--- src/rtl/core/length_prefixed_frame_receiver_assert.svh ---
// Assertion macros for the frame receiver. Each use needs clk and arst_n in scope.
`ifndef LENGTH_PREFIXED_FRAME_RECEIVER_ASSERT_SVH
`define LENGTH_PREFIXED_FRAME_RECEIVER_ASSERT_SVH

`ifndef SYNTHESIS
// Consequent must hold in the same cycle as the antecedent.
`define LPFR_ASSERT_NOW(lbl, ante, cons) \
	lbl: assert property (@(posedge clk) disable iff (!arst_n) (ante) |-> (cons)) \
		else $error("lpfr: same-cycle check failed");
// Consequent must hold in the cycle after the antecedent.
`define LPFR_ASSERT_NEXT(lbl, ante, cons) \
	lbl: assert property (@(posedge clk) disable iff (!arst_n) (ante) |=> (cons)) \
		else $error("lpfr: next-cycle check failed");
`else
`define LPFR_ASSERT_NOW(lbl, ante, cons)
`define LPFR_ASSERT_NEXT(lbl, ante, cons)
`endif

`endif

--- src/rtl/core/lpfr_pkg.sv ---
package lpfr_pkg;

	localparam int BUFFER_BYTES_DEF = 64;

	localparam int OP_W      = 2;
	localparam int BYTE_W    = 8;
	localparam int IDX_W     = 6;
	localparam int LEN_OUT_W = 7;
	localparam int STATUS_W  = 3;
	localparam int CFG_IDX_W = 2;

	// input operations
	localparam logic [OP_W-1:0] OP_BYTE    = 2'd0;
	localparam logic [OP_W-1:0] OP_READ    = 2'd1;
	localparam logic [OP_W-1:0] OP_RELEASE = 2'd2;

	// parser phases
	localparam logic [1:0] PH_HUNT = 2'd0;
	localparam logic [1:0] PH_LEN  = 2'd1;
	localparam logic [1:0] PH_DATA = 2'd2;
	localparam logic [1:0] PH_END  = 2'd3;

	// result status codes
	localparam logic [STATUS_W-1:0] ST_NONE   = 3'd0;
	localparam logic [STATUS_W-1:0] ST_ACCEPT = 3'd1;
	localparam logic [STATUS_W-1:0] ST_BUSY   = 3'd2;
	localparam logic [STATUS_W-1:0] ST_BADLEN = 3'd3;
	localparam logic [STATUS_W-1:0] ST_BADEND = 3'd4;

	// configuration register indexes and reset values
	localparam logic [CFG_IDX_W-1:0] CFG_START = 2'd0;
	localparam logic [CFG_IDX_W-1:0] CFG_END   = 2'd1;
	localparam logic [BYTE_W-1:0] START_RESET = 8'd2;
	localparam logic [BYTE_W-1:0] END_RESET   = 8'd3;

	typedef struct packed {
		logic [OP_W-1:0]   op;
		logic [BYTE_W-1:0] rx_byte;
		logic [IDX_W-1:0]  read_index;
	} beat_t;

	typedef struct packed {
		logic                 read_hit;
		logic                 frame_ready;
		logic [LEN_OUT_W-1:0] ready_length;
		logic [STATUS_W-1:0]  status;
	} res_t;

endpackage

--- src/rtl/core/length_prefixed_frame_receiver.sv ---
// Channel  | Handshake              | Payload
// ---------+------------------------+---------------------------------------------
// input    | in_valid / in_ready    | op, rx_byte, read_index
// result   | out_valid / out_ready  | read_data, frame_ready, ready_length, status
// config   | cfg_valid / cfg_ready  | cfg_index, cfg_data (cfg_ready always high)
//
// One beat per cycle sustained while results are taken; a result passes through the
// input register, then the result register and payload RAM read port, before it
// shows on the outputs.
// Parser state advances as the beat leaves the input register, so each beat sees
// the state left by the one before it without any bubble.
// arst_n clears parser state and both pipeline valids and resets the marker registers.
// Payload RAM is not cleared; only bytes written for a held frame are readable.
// A stalled result holds the result register and RAM read data; the input
// register keeps accepting until it is also full.

`include "length_prefixed_frame_receiver_assert.svh"

module length_prefixed_frame_receiver #(
	parameter int BUFFER_BYTES = lpfr_pkg::BUFFER_BYTES_DEF
) (
	input  logic                              clk,
	input  logic                              arst_n,

	input  logic                              in_valid,
	output logic                              in_ready,
	input  logic [lpfr_pkg::OP_W-1:0]         op,
	input  logic [lpfr_pkg::BYTE_W-1:0]       rx_byte,
	input  logic [lpfr_pkg::IDX_W-1:0]        read_index,

	output logic                              out_valid,
	input  logic                              out_ready,
	output logic [lpfr_pkg::BYTE_W-1:0]       read_data,
	output logic                              frame_ready,
	output logic [lpfr_pkg::LEN_OUT_W-1:0]    ready_length,
	output logic [lpfr_pkg::STATUS_W-1:0]     status,

	input  logic                              cfg_valid,
	output logic                              cfg_ready,
	input  logic [lpfr_pkg::CFG_IDX_W-1:0]    cfg_index,
	input  logic [lpfr_pkg::BYTE_W-1:0]       cfg_data
);

	import lpfr_pkg::*;

	localparam int DEPTH  = 2 * BUFFER_BYTES;
	localparam int ADDR_W = $clog2(DEPTH);

	// marker registers
	logic [BYTE_W-1:0] start_marker_q;
	logic [BYTE_W-1:0] end_marker_q;

	// input register
	logic  valid_s1;
	beat_t beat_s1;
	logic  fire_s1;

	// result register
	logic  valid_s2;
	res_t  res_s2;
	res_t  res_c;

	// payload RAM
	logic              mem_we;
	logic [ADDR_W-1:0] mem_waddr;
	logic [BYTE_W-1:0] mem_wdata;
	logic              mem_re;
	logic [ADDR_W-1:0] mem_raddr;
	logic [BYTE_W-1:0] mem_rdata;

	// Config writes take effect at the next clock edge; indexes past the list are dropped.
	assign cfg_ready = 1'b1;

	always_ff @(posedge clk or negedge arst_n) begin
		if (!arst_n) begin
			start_marker_q <= START_RESET;
			end_marker_q   <= END_RESET;
		end else if (cfg_valid) begin
			unique case (cfg_index)
				CFG_START: start_marker_q <= cfg_data;
				CFG_END:   end_marker_q   <= cfg_data;
				default: begin
				end
			endcase
		end
	end

	// Advance the input beat whenever the result slot is empty or being drained.
	assign fire_s1  = valid_s1 && (!valid_s2 || out_ready);
	assign in_ready = !valid_s1 || fire_s1;

	always_ff @(posedge clk or negedge arst_n) begin
		if (!arst_n) begin
			valid_s1 <= 1'b0;
		end else if (in_ready) begin
			valid_s1 <= in_valid;
		end
	end

	always_ff @(posedge clk) begin
		if (in_ready && in_valid) begin
			beat_s1.op         <= op;
			beat_s1.rx_byte    <= rx_byte;
			beat_s1.read_index <= read_index;
		end
	end

	lpfr_parser #(
		.BUFFER_BYTES(BUFFER_BYTES)
	) u_parser (
		.clk         (clk),
		.arst_n      (arst_n),
		.beat        (beat_s1),
		.fire        (fire_s1),
		.start_marker(start_marker_q),
		.end_marker  (end_marker_q),
		.res         (res_c),
		.mem_we      (mem_we),
		.mem_waddr   (mem_waddr),
		.mem_wdata   (mem_wdata),
		.mem_re      (mem_re),
		.mem_raddr   (mem_raddr)
	);

	// Read data is registered inside the RAM and held while the result stalls,
	// since the read enable only fires together with fire_s1.
	lpfr_ram #(
		.WIDTH(BYTE_W),
		.DEPTH(DEPTH)
	) u_payload_ram (
		.clk  (clk),
		.we   (mem_we),
		.waddr(mem_waddr),
		.wdata(mem_wdata),
		.re   (mem_re),
		.raddr(mem_raddr),
		.rdata(mem_rdata)
	);

	always_ff @(posedge clk or negedge arst_n) begin
		if (!arst_n) begin
			valid_s2 <= 1'b0;
		end else if (fire_s1) begin
			valid_s2 <= 1'b1;
		end else if (out_ready) begin
			valid_s2 <= 1'b0;
		end
	end

	always_ff @(posedge clk) begin
		if (fire_s1) begin
			res_s2 <= res_c;
		end
	end

	assign out_valid    = valid_s2;
	// Drop the RAM word unless this beat was a read that hit the held frame.
	assign read_data    = res_s2.read_hit ? mem_rdata : '0;
	assign frame_ready  = res_s2.frame_ready;
	assign ready_length = res_s2.ready_length;
	assign status       = res_s2.status;

	`LPFR_ASSERT_NOW(a_accept_sets_ready, out_valid && status == ST_ACCEPT, frame_ready)
	`LPFR_ASSERT_NOW(a_data_needs_frame, out_valid && read_data != '0, frame_ready)
	`LPFR_ASSERT_NOW(a_length_needs_frame, out_valid && ready_length != '0, frame_ready)
	`LPFR_ASSERT_NOW(a_stall_only_on_back, !in_ready, out_valid && !out_ready && valid_s1)
	`LPFR_ASSERT_NEXT(a_stall_holds_data, out_valid && !out_ready, read_data == $past(read_data))

endmodule

--- src/rtl/core/lpfr_ram.sv ---
module lpfr_ram #(
	parameter int WIDTH = 8,
	parameter int DEPTH = 128
) (
	input  logic                     clk,
	input  logic                     we,
	input  logic [$clog2(DEPTH)-1:0] waddr,
	input  logic [WIDTH-1:0]         wdata,
	input  logic                     re,
	input  logic [$clog2(DEPTH)-1:0] raddr,
	output logic [WIDTH-1:0]         rdata
);

	logic [WIDTH-1:0] mem [DEPTH];

	always_ff @(posedge clk) begin
		if (we) begin
			mem[waddr] <= wdata;
		end
		if (re) begin
			rdata <= mem[raddr];
		end
	end

endmodule

--- src/rtl/core/lpfr_parser.sv ---
module lpfr_parser #(
	parameter int BUFFER_BYTES = lpfr_pkg::BUFFER_BYTES_DEF
) (
	input  logic                                   clk,
	input  logic                                   arst_n,
	input  lpfr_pkg::beat_t                        beat,
	input  logic                                   fire,
	input  logic [lpfr_pkg::BYTE_W-1:0]            start_marker,
	input  logic [lpfr_pkg::BYTE_W-1:0]            end_marker,
	output lpfr_pkg::res_t                         res,
	output logic                                   mem_we,
	output logic [$clog2(2*BUFFER_BYTES)-1:0]      mem_waddr,
	output logic [lpfr_pkg::BYTE_W-1:0]            mem_wdata,
	output logic                                   mem_re,
	output logic [$clog2(2*BUFFER_BYTES)-1:0]      mem_raddr
);

	import lpfr_pkg::*;

	localparam int LEN_W  = $clog2(BUFFER_BYTES + 1);
	localparam int ADDR_W = $clog2(2 * BUFFER_BYTES);
	localparam int CMP_W  = BYTE_W + 1;
	localparam logic [CMP_W-1:0]  LEN_LIMIT = CMP_W'(BUFFER_BYTES);
	localparam logic [ADDR_W-1:0] HALF_BASE = ADDR_W'(BUFFER_BYTES);

	logic [1:0]       phase_q, phase_d;
	logic [LEN_W-1:0] cnt_q, cnt_d;
	logic [LEN_W-1:0] exp_q, exp_d;
	logic             sel_q, sel_d;
	logic             rdy_q, rdy_d;
	logic [LEN_W-1:0] held_q, held_d;

	logic [STATUS_W-1:0] status_c;
	logic                we_c;
	logic                re_c;
	logic [LEN_W-1:0]    cnt_inc;
	logic                len_too_big;
	logic                read_hit;

	assign cnt_inc     = cnt_q + LEN_W'(1);
	assign len_too_big = {1'b0, beat.rx_byte} > LEN_LIMIT;
	assign read_hit    = rdy_q && (CMP_W'(beat.read_index) < CMP_W'(held_q));

	always_comb begin
		phase_d  = phase_q;
		cnt_d    = cnt_q;
		exp_d    = exp_q;
		sel_d    = sel_q;
		rdy_d    = rdy_q;
		held_d   = held_q;
		status_c = ST_NONE;
		we_c     = 1'b0;
		re_c     = 1'b0;
		unique case (beat.op)
			OP_BYTE: begin
				unique case (phase_q)
					PH_HUNT: begin
						if (beat.rx_byte == start_marker) begin
							phase_d = PH_LEN;
						end
					end
					PH_LEN: begin
						if (len_too_big) begin
							phase_d  = PH_HUNT;
							status_c = ST_BADLEN;
						end else begin
							exp_d   = LEN_W'(beat.rx_byte);
							cnt_d   = '0;
							// empty payload: next byte is the end marker
							phase_d = (beat.rx_byte == '0) ? PH_END : PH_DATA;
						end
					end
					PH_DATA: begin
						we_c  = 1'b1;
						cnt_d = cnt_inc;
						if (cnt_inc >= exp_q) begin
							phase_d = PH_END;
						end
					end
					PH_END: begin
						priority if (beat.rx_byte != end_marker) begin
							status_c = ST_BADEND;
						end else if (rdy_q) begin
							status_c = ST_BUSY;
						end else begin
							rdy_d    = 1'b1;
							held_d   = exp_q;
							sel_d    = ~sel_q;
							status_c = ST_ACCEPT;
						end
						phase_d = PH_HUNT;
					end
				endcase
			end
			OP_READ: begin
				re_c = read_hit;
			end
			OP_RELEASE: begin
				rdy_d  = 1'b0;
				held_d = '0;
			end
			default: begin
			end
		endcase
	end

	// fill half selected by sel_q, ready half is the other one
	assign mem_we    = fire && we_c;
	assign mem_waddr = (sel_q ? HALF_BASE : '0) + ADDR_W'(cnt_q);
	assign mem_wdata = beat.rx_byte;
	assign mem_re    = fire && re_c;
	assign mem_raddr = (sel_q ? '0 : HALF_BASE) + ADDR_W'(beat.read_index);

	assign res.read_hit     = re_c;
	assign res.frame_ready  = rdy_d;
	assign res.ready_length = rdy_d ? LEN_OUT_W'(held_d) : '0;
	assign res.status       = status_c;

	always_ff @(posedge clk or negedge arst_n) begin
		if (!arst_n) begin
			phase_q <= PH_HUNT;
			cnt_q   <= '0;
			exp_q   <= '0;
			sel_q   <= 1'b0;
			rdy_q   <= 1'b0;
			held_q  <= '0;
		end else if (fire) begin
			phase_q <= phase_d;
			cnt_q   <= cnt_d;
			exp_q   <= exp_d;
			sel_q   <= sel_d;
			rdy_q   <= rdy_d;
			held_q  <= held_d;
		end
	end

endmodule
--- config.mk ---
export PLATFORM = sky130hd
export DESIGN_NAME = length_prefixed_frame_receiver
export DESIGN_NICKNAME = d
export VERILOG_FILES = /design/src/rtl/core/lpfr_pkg.sv /design/src/rtl/core/length_prefixed_frame_receiver.sv /design/src/rtl/core/lpfr_ram.sv /design/src/rtl/core/lpfr_parser.sv
export VERILOG_INCLUDE_DIRS = /design/src /design/src/rtl/core
export SDC_FILE = /design/constraint.sdc
export NUM_CORES = 1
export LEC_CHECK = 0
export BUFFER_PORTS_ARGS = -buffer_cell sky130_fd_sc_hd__buf_2
export CAP_MARGIN = 5
export CORE_ASPECT_RATIO = 0.75
export CORE_MARGIN = 2
export CORE_UTILIZATION = 63
export DETAILED_ROUTE_END_ITERATION = 10
export PLACE_DENSITY = 0.8
export SLEW_MARGIN = 20
export SYNTH_ARGS = -nofsm -noshare
export SYNTH_HDL_FRONTEND = slang
export SYNTH_HIERARCHICAL = 1
export SYNTH_SLANG_ARGS = --single-unit
--- constraint.sdc ---
create_clock -name clk -period 3.53 [get_ports clk]
set_input_delay 0.706 -clock clk [delete_from_list [all_inputs] [get_ports clk]]
set_output_delay 0.706 -clock clk [all_outputs]
set_load 0.03 [all_outputs]
======== Yosys cells after proc, flatten, opt, wreduce, memory -nomap -nowiden ========
Memory sizes are Yosys's and may differ from the RTL's. A register that Yosys moved wholly into a read port is not among the register bits.
Cells that the tools add are included.
word-level totals
  flip-flop bits (word level) ............. 71
  RAM bits ................................ 1024
  input bits .............................. 31
  output and inout port bits .............. 22
  logic and storage cells ................. 88
  memories kept ........................... 1
memory list
  memory             words  width  read ports  clocked after Yosys merged registers in  write ports  line            source
  u_payload_ram.mem  128    8      1           1                                        1            lpfr_ram.sv:14  logic [WIDTH-1:0] mem [DEPTH];
operators by class
  $add $sub $neg .......................... 3
  magnitude comparators ................... 3
  equality and inequality tests ........... 11
  mux-type cells .......................... 28
  bitwise gates (word level) .............. 4
  reductions and logical operators ........ 21
operator list
  cell                   number
  $mux W7                6
  $pmux W7 S2            2
  $reduce_and A4 Y1      3
  $mux W1                10
  $mux W2                5
  $eq A8 B8 Y1           1
  $gt A8 B7 Y1 const B   1
  $logic_not A8 Y1       1
  $mux W8                1
  $ne A8 B8 Y1           1
  $pmux W2 S4            1
  $add A7 B1 Y7 const B  1
  $add A7 B6 Y7          1
  $add A7 B7 Y7          1
  $ge A7 B7 Y1           1
  $lt A6 B7 Y1           1
  $eq A2 B1 Y1 const B   3
  $eq A2 B2 Y1 const B   3
  $logic_not A2 Y1       3
  $pmux W3 S2            1
  $logic_and A1 B1 Y1    5
  $reduce_and A5 Y1      1
  $ne A2 B1 Y1 const B   2
  $not A1 Y1             4
  other kinds (7)        11

======== Longest topological paths before layout ========
  depth in word-level cells ............... 6
  gate-level depth with buffers ........... 11
  depth with buffers taken out ............ 9

======== Cells and area by module ========
Netlist, hierarchy kept.
modules (own cells, without submodules)
  module                          instances  cells an instance  area each (µm²)  seq. area each (µm²)
  lpfr_ram                        1          1635               39745.6          30989.7
  lpfr_parser                     1          227                2064.5           625.6
  length_prefixed_frame_receiver  1          90                 1680.4           1295.0

======== Worst setup path before layout ========
Ideal clock, no wire load.
  path type ............................... input to register
  start point ............................. input out_ready
  end point ............................... memory u_payload_ram.mem[110][0], enable pin
  setup time .............................. 0.370 ns
  arrival time ............................ 3.255 ns
  data required time ...................... 3.160 ns
  setup slack ............................. -0.095 ns
  cell stages on the path ................. 11
  buffers on the path ..................... 3
  cell sequence ........................... nand2b_1 -> and2_1 -> nor3b_2 -> nand3b_1 -> clkbuf_1 -> inv_2 -> clkbuf_1 -> nor2b_1 -> nand3_1 -> clkbuf_1 -> nor2_1
on the way
  word-level cells in the longest chain between the ends .. 5
ends and longest elaborated chain
  what                           line                                  source
  from (decl)                    length_prefixed_frame_receiver.sv:32  input logic out_ready,
  $logic_or A1 B1 Y1             length_prefixed_frame_receiver.sv:89  assign fire_s1 = valid_s1 && (!valid_s2 || out_ready);
  $logic_and A1 B1 Y1            length_prefixed_frame_receiver.sv:89
  named net fire_s1              length_prefixed_frame_receiver.sv:56  logic fire_s1;
  $logic_and A1 B1 Y1            lpfr_parser.sv:108                    assign mem_we = fire && we_c;
  named net mem_we               length_prefixed_frame_receiver.sv:64  logic mem_we;
  $mux W1                        lpfr_ram.sv:17                        if (we) begin
  $mux W1 (implied by the code)  lpfr_ram.sv:18                        mem[waddr] <= wdata;
  to (decl)                      lpfr_ram.sv:14
The timed path passes the listed nets, and every way through them passes these cells.

======== Worst setup path in the final report ========
  start point ............................. register beat_s1[0] (netlist bit)
  end point ............................... register u_payload_ram.rdata[0] (read register of u_payload_ram.mem) (data pin)
on the way
  word-level cells in the longest chain between the ends .. 4
  elaborated cells between the ends (all ways) .. 5
  classes of those cells .................. 1 x add/sub; 1 x order compare; 1 x mux; 2 x reduce/logical
ends and longest elaborated chain
  what                 line                                  source
  from (decl)          length_prefixed_frame_receiver.sv:55  beat_t beat_s1;
  $lt A6 B7 Y1         lpfr_parser.sv:42                     assign read_hit = rdy_q && (CMP_W'(beat.read_index) < CMP_W'(held_q));
  $logic_and A1 B1 Y1  lpfr_parser.sv:42
  $mux W1              lpfr_parser.sv:54                     unique case (beat.op)
  $logic_and A1 B1 Y1  lpfr_parser.sv:111                    assign mem_re = fire && re_c;
  to (decl)            lpfr_ram.sv:11                        output logic [WIDTH-1:0] rdata
Several ways; a longest one is shown, not always the timed one.
A chain may end at the register's enable or synchronous reset.

==> results.txt <==
- Drt via density: around 7
* Synthesized area: 43500 sq um
* Seq cells post-synth: 1103
- Kind of start point of the critical path: flip-flop
- Initial core utilization: 0.636
- Total half-perimeter wirelength after legalization and detailed placement: between 60 and 70 mm
- Number of H-tree branching levels: 3
* Most used cell, CP: mux4_2
* Outcome: complete, no violations
- The number of different library cells used by synthesis comes to 52.
* Cell-by-cell listing of the critical path: buf_12, buf_12, mux4_2, mux4_2, mux4_2, mux2_2
- The top cell types in the final layout, fill and taps aside, are edfxtp_1 (1060), mux4_2 (336), buf_4 (186), nor2_1 (120), clkbuf_16 (102).
* Most used flip-flop cell after synthesis: edfxtp_1
- After the last flow step, the layout net total stands at about 2200.
- Internal power comes to approximately 21 mW.
- The clock reaches the later pin of the worst-skew pair after around 0.68 ns.
- Global-route wire length before repair: roughly 160 mm
* Proportion of register bits with asynchronous set or reset after synthesis: 0.0390
- Placement row count: 83
- The worst path in the final design needs a cycle of roughly 3.3 ns, including I/O delays and setup.
- The cell family contributing the most delay on the critical path is multiplexers.
- Sequential area share after synthesis: 0.757
* Period Utilization, post-route: 0.946
- Total negative slack for setup checks: 0 ns
* Total power draw: 27.0 mW
* Total of fill cells in the finished design: ~3700
- Post-CTS Setup Inserts: 0
* Clock tree from TritonCTS: yes
- The number of failing hold endpoints at the final stage came to 0.
- For this block, the initial DRC count from the detailed router was 3595.
- Dividing the synthesized area by the synthesized cell count gives approximately 22 sq um.
- Critical path's largest stage delay: between 0.6 and 0.7 ns
* Average wire length per cell after detail routing: approximately 34 microns
- Psw: ~5.7 mW
* Count of port buffers added during placement: just over 50
* Number of buffers created by CTS: 99
- Timing would allow up to about 0.30 GHz.
- Data arrival time at the worst-slack endpoint: roughly 3.8 ns
- Maximum number of pins on one net before global-route repair: 110
- Count of instances resized after the clock tree is built: 0
* Maximum Capacitance Violations: 0
- Full die area: between 70000 and 80000 sq um
- Gate count of the mapped netlist: 1952
- Number of buffers added to fix hold violations after cts: 0
* Number of buffers and inverters on the critical path: 2
- Post-route worst hold slack: just over 0.04 ns
- Pin placement for this block handled between 50 and 60 I/O pins.
* Clock Path Buffers: 3
- Area of the core: roughly 68000 sq um
- The via count of the first global-routing pass was ~22000.
- Ratio of total power to cell area: approximately 550 nW/um^2
- The root buffer cell chosen for the clock tree is clkbuf_16.
- Class of the most critical hold timing path: input port to asynchronous set/reset pin
- After clock tree synthesis, the clock-pin slew on the worst setup and hold paths is approximately 0.07 ns.
* Horiz. Die Dim: 307 microns
- Number of enable flip-flop cells after synthesis: ~1100
- Worst setup margin: 0.190 ns
* Endpoint class of the critical path: flip-flop
- After detailed routing, the total wire length is 108 mm.
- Sinks on Clock Net: approximately 1100
* Leakage power summed over all cells: ~16 nW
* Final routed DRC violation total: 0
- The area growth from synthesis to layout is 13.3%.
- Sequential Power Share: 0.537
* Master of the slowest instance on the critical path: mux4_2
* Minimum setup slack after placement: 0.242 ns
- Fraction of layout instances using a drive strength above 1: 0.347
* Combinational Power Share: 0.056
* Leading cell type in the layout, fill and taps excluded: edfxtp_1
- Net switching fraction of the power: 0.209
- The congestion estimate from routability-driven global placement came to around 0.91.
* Slew at the pin closest to its max-slew limit: between 1 and 1.5 ns
- Antenna violations before repair: 10
* Fraction of power consumed by the clock network: 0.407
- Die span in y: about 230 microns
- During synthesis, Yosys emitted a total of 6 warnings.
- Setup repair after global routing left no endpoint under its margin.
* Vias after detailed routing: 22124
- Required arrival time at the worst endpoint: around 4 ns
* Net count after synthesis: ~2000
- Global routing usage summed across all routing layers: 0.314
- The setup path with the least slack is of type flip-flop to flip-flop.
- Global routing finished with a remaining overflow of 0.
- VDD sags by at most between 0.4 and 0.5 mV.
- Setup violations remaining at the end of the flow were counted as 0.
- Post-Route Skew: approximately 0.03 ns
- Number of nets with antenna violations after detailed routing: 0
* Worst slew margin: 0.285
* Fin. max-slew vios: 0
- Along the worst path, the maximum fanout reaches 24.
- For this run, the detailed router's first-pass iteration total came to 6.
[worst register-to-register path, cell delays in order (launching register included)]
cell and delay [ns]:
edfxtp_1 0.44, buf_12 0.26, buf_12 0.28, mux4_2 0.59
mux4_2 0.62, mux4_2 0.59, mux2_2 0.30
[power by group through the flow]
stage               Combinational [mW]  Sequential, mW  Clock, mW
floorplan                        0.970            14.8          0
global placement                  1.43            14.8          0
detailed placement                1.47            14.8          0
CTS                               1.50            14.5       11.1
global route                      1.58            14.5       11.6
finish                            1.51            14.5       11.0
[cells by family (layout without fill, tap and decap cells)]
group / after synthesis / after routing / share of synthesized area
flip-flops: 1103 / 1103 / 0.757
multiplexers: 367 / 367 / 0.183
AND/OR/NAND/NOR: 255 / 255 / 0.0276
buffers and inverters: 145 / 455 / 0.0171
AO/OA/AOI/OAI: 45 / 45 / 0.00754
XOR/XNOR: 23 / 23 / 0.00463
adder cells (fa/ha/maj): 13 / 13 / 0.00374
other: 1 / 4 / 0.0000862
[synthesized netlist by cell type (3+ instances only)]
cell | instances | area share
a21boi_1 | 3 | 0.00052
a21o_1 | 8 | 0.0014
a21oi_1 | 6 | 0.00069
a22o_1 | 10 | 0.0020
and2_1 | 12 | 0.0017
and3_1 | 4 | 0.00058
buf_1 | 18 | 0.0016
buf_2 | 17 | 0.0020
buf_4 | 44 | 0.0076
clkbuf_1 | 48 | 0.0041
dfrtp_1 | 40 | 0.023
dfstp_2 | 3 | 0.0018
edfxtp_1 | 1060 | 0.73
ha_1 | 13 | 0.0037
inv_1 | 15 | 0.0013
mux2_2 | 24 | 0.0062
mux2_4 | 6 | 0.0021
mux4_2 | 336 | 0.17
nand2_1 | 33 | 0.0028
nand2b_1 | 9 | 0.0013
nand3_1 | 19 | 0.0022
nand4_1 | 6 | 0.00086
nor2_1 | 132 | 0.011
nor2b_1 | 9 | 0.0013
nor3_1 | 14 | 0.0016
nor3b_1 | 4 | 0.00069
o21ai_1 | 4 | 0.00046
xnor2_1 | 17 | 0.0034
xor2_1 | 6 | 0.0012
[state kept, by name, indices dropped and copies added, names as in the netlist, 3 cells and up, named ones only]
| signal | flops |
|---|---|
| beat_s1 | 16 |
| u_payload_ram/mem | 1024 |
| start_marker_q | 8 |
| u_parser/cnt_q | 7 |
| u_parser/held_q | 7 |
| status | 3 |
| u_payload_ram/rdata | 8 |
| end_marker_q | 8 |
| u_parser/exp_q | 7 |
| ready_length | 7 |
[per-layer routing]
layer  GRT usage  vias up  routed length, microns
li1            -     8565                       -
met2       0.477     1754                   50900
met1       0.465    11576                   39300
met3      0.0873      225                   15500
met4      0.0753        4                    2600
met5           0        -                      14
[per-stage QoR]
stage / cell area [sq um] / std cells / utilization
2_1_floorplan: 43500 / 1952 / -
3_3_place_gp: 46000 / 2969 / 0.673
3_5_place_dp: 46000 / 2969 / 0.673
4_1_cts: 49200 / 3154 / 0.721
5_1_grt: 49300 / 3154 / 0.721
6_report: 49300 / 3157 / 0.721
[area by class of cell]
class / count / area (sq um) / share of cell area
sequential: 1103 / 32900 / 0.668
multi-input combinational: 704 / 9880 / 0.201
clock buffer: 134 / 2700 / 0.0549
timing repair buffer: 254 / 2000 / 0.0406
tap: 892 / 1120 / 0.0227
clock inverter: 51 / 588 / 0.0119
inverter: 16 / 60.1 / 0.00122
antenna: 3 / 7.51 / 0.000152
[final timing paths]
path	startpoint	endpoint	slack [ns]	depth (start not counted)
setup reg to reg	beat_s1[0]	u_payload_ram/rdata[0]	0.19	6
max in group asynchronous	arst_n	u_parser/cnt_q[1]	3.05	1
setup / recovery	beat_s1[0]	u_payload_ram/rdata[0]	0.19	6
hold / removal	arst_n	end_marker_q[2]	0.04	1
min in group clk	rx_byte[2]	beat_s1[8]	0.21	1
hold reg to reg	valid_s1	out_valid	0.51	1
No activity file was read; power rests on OpenSTA's default activity.
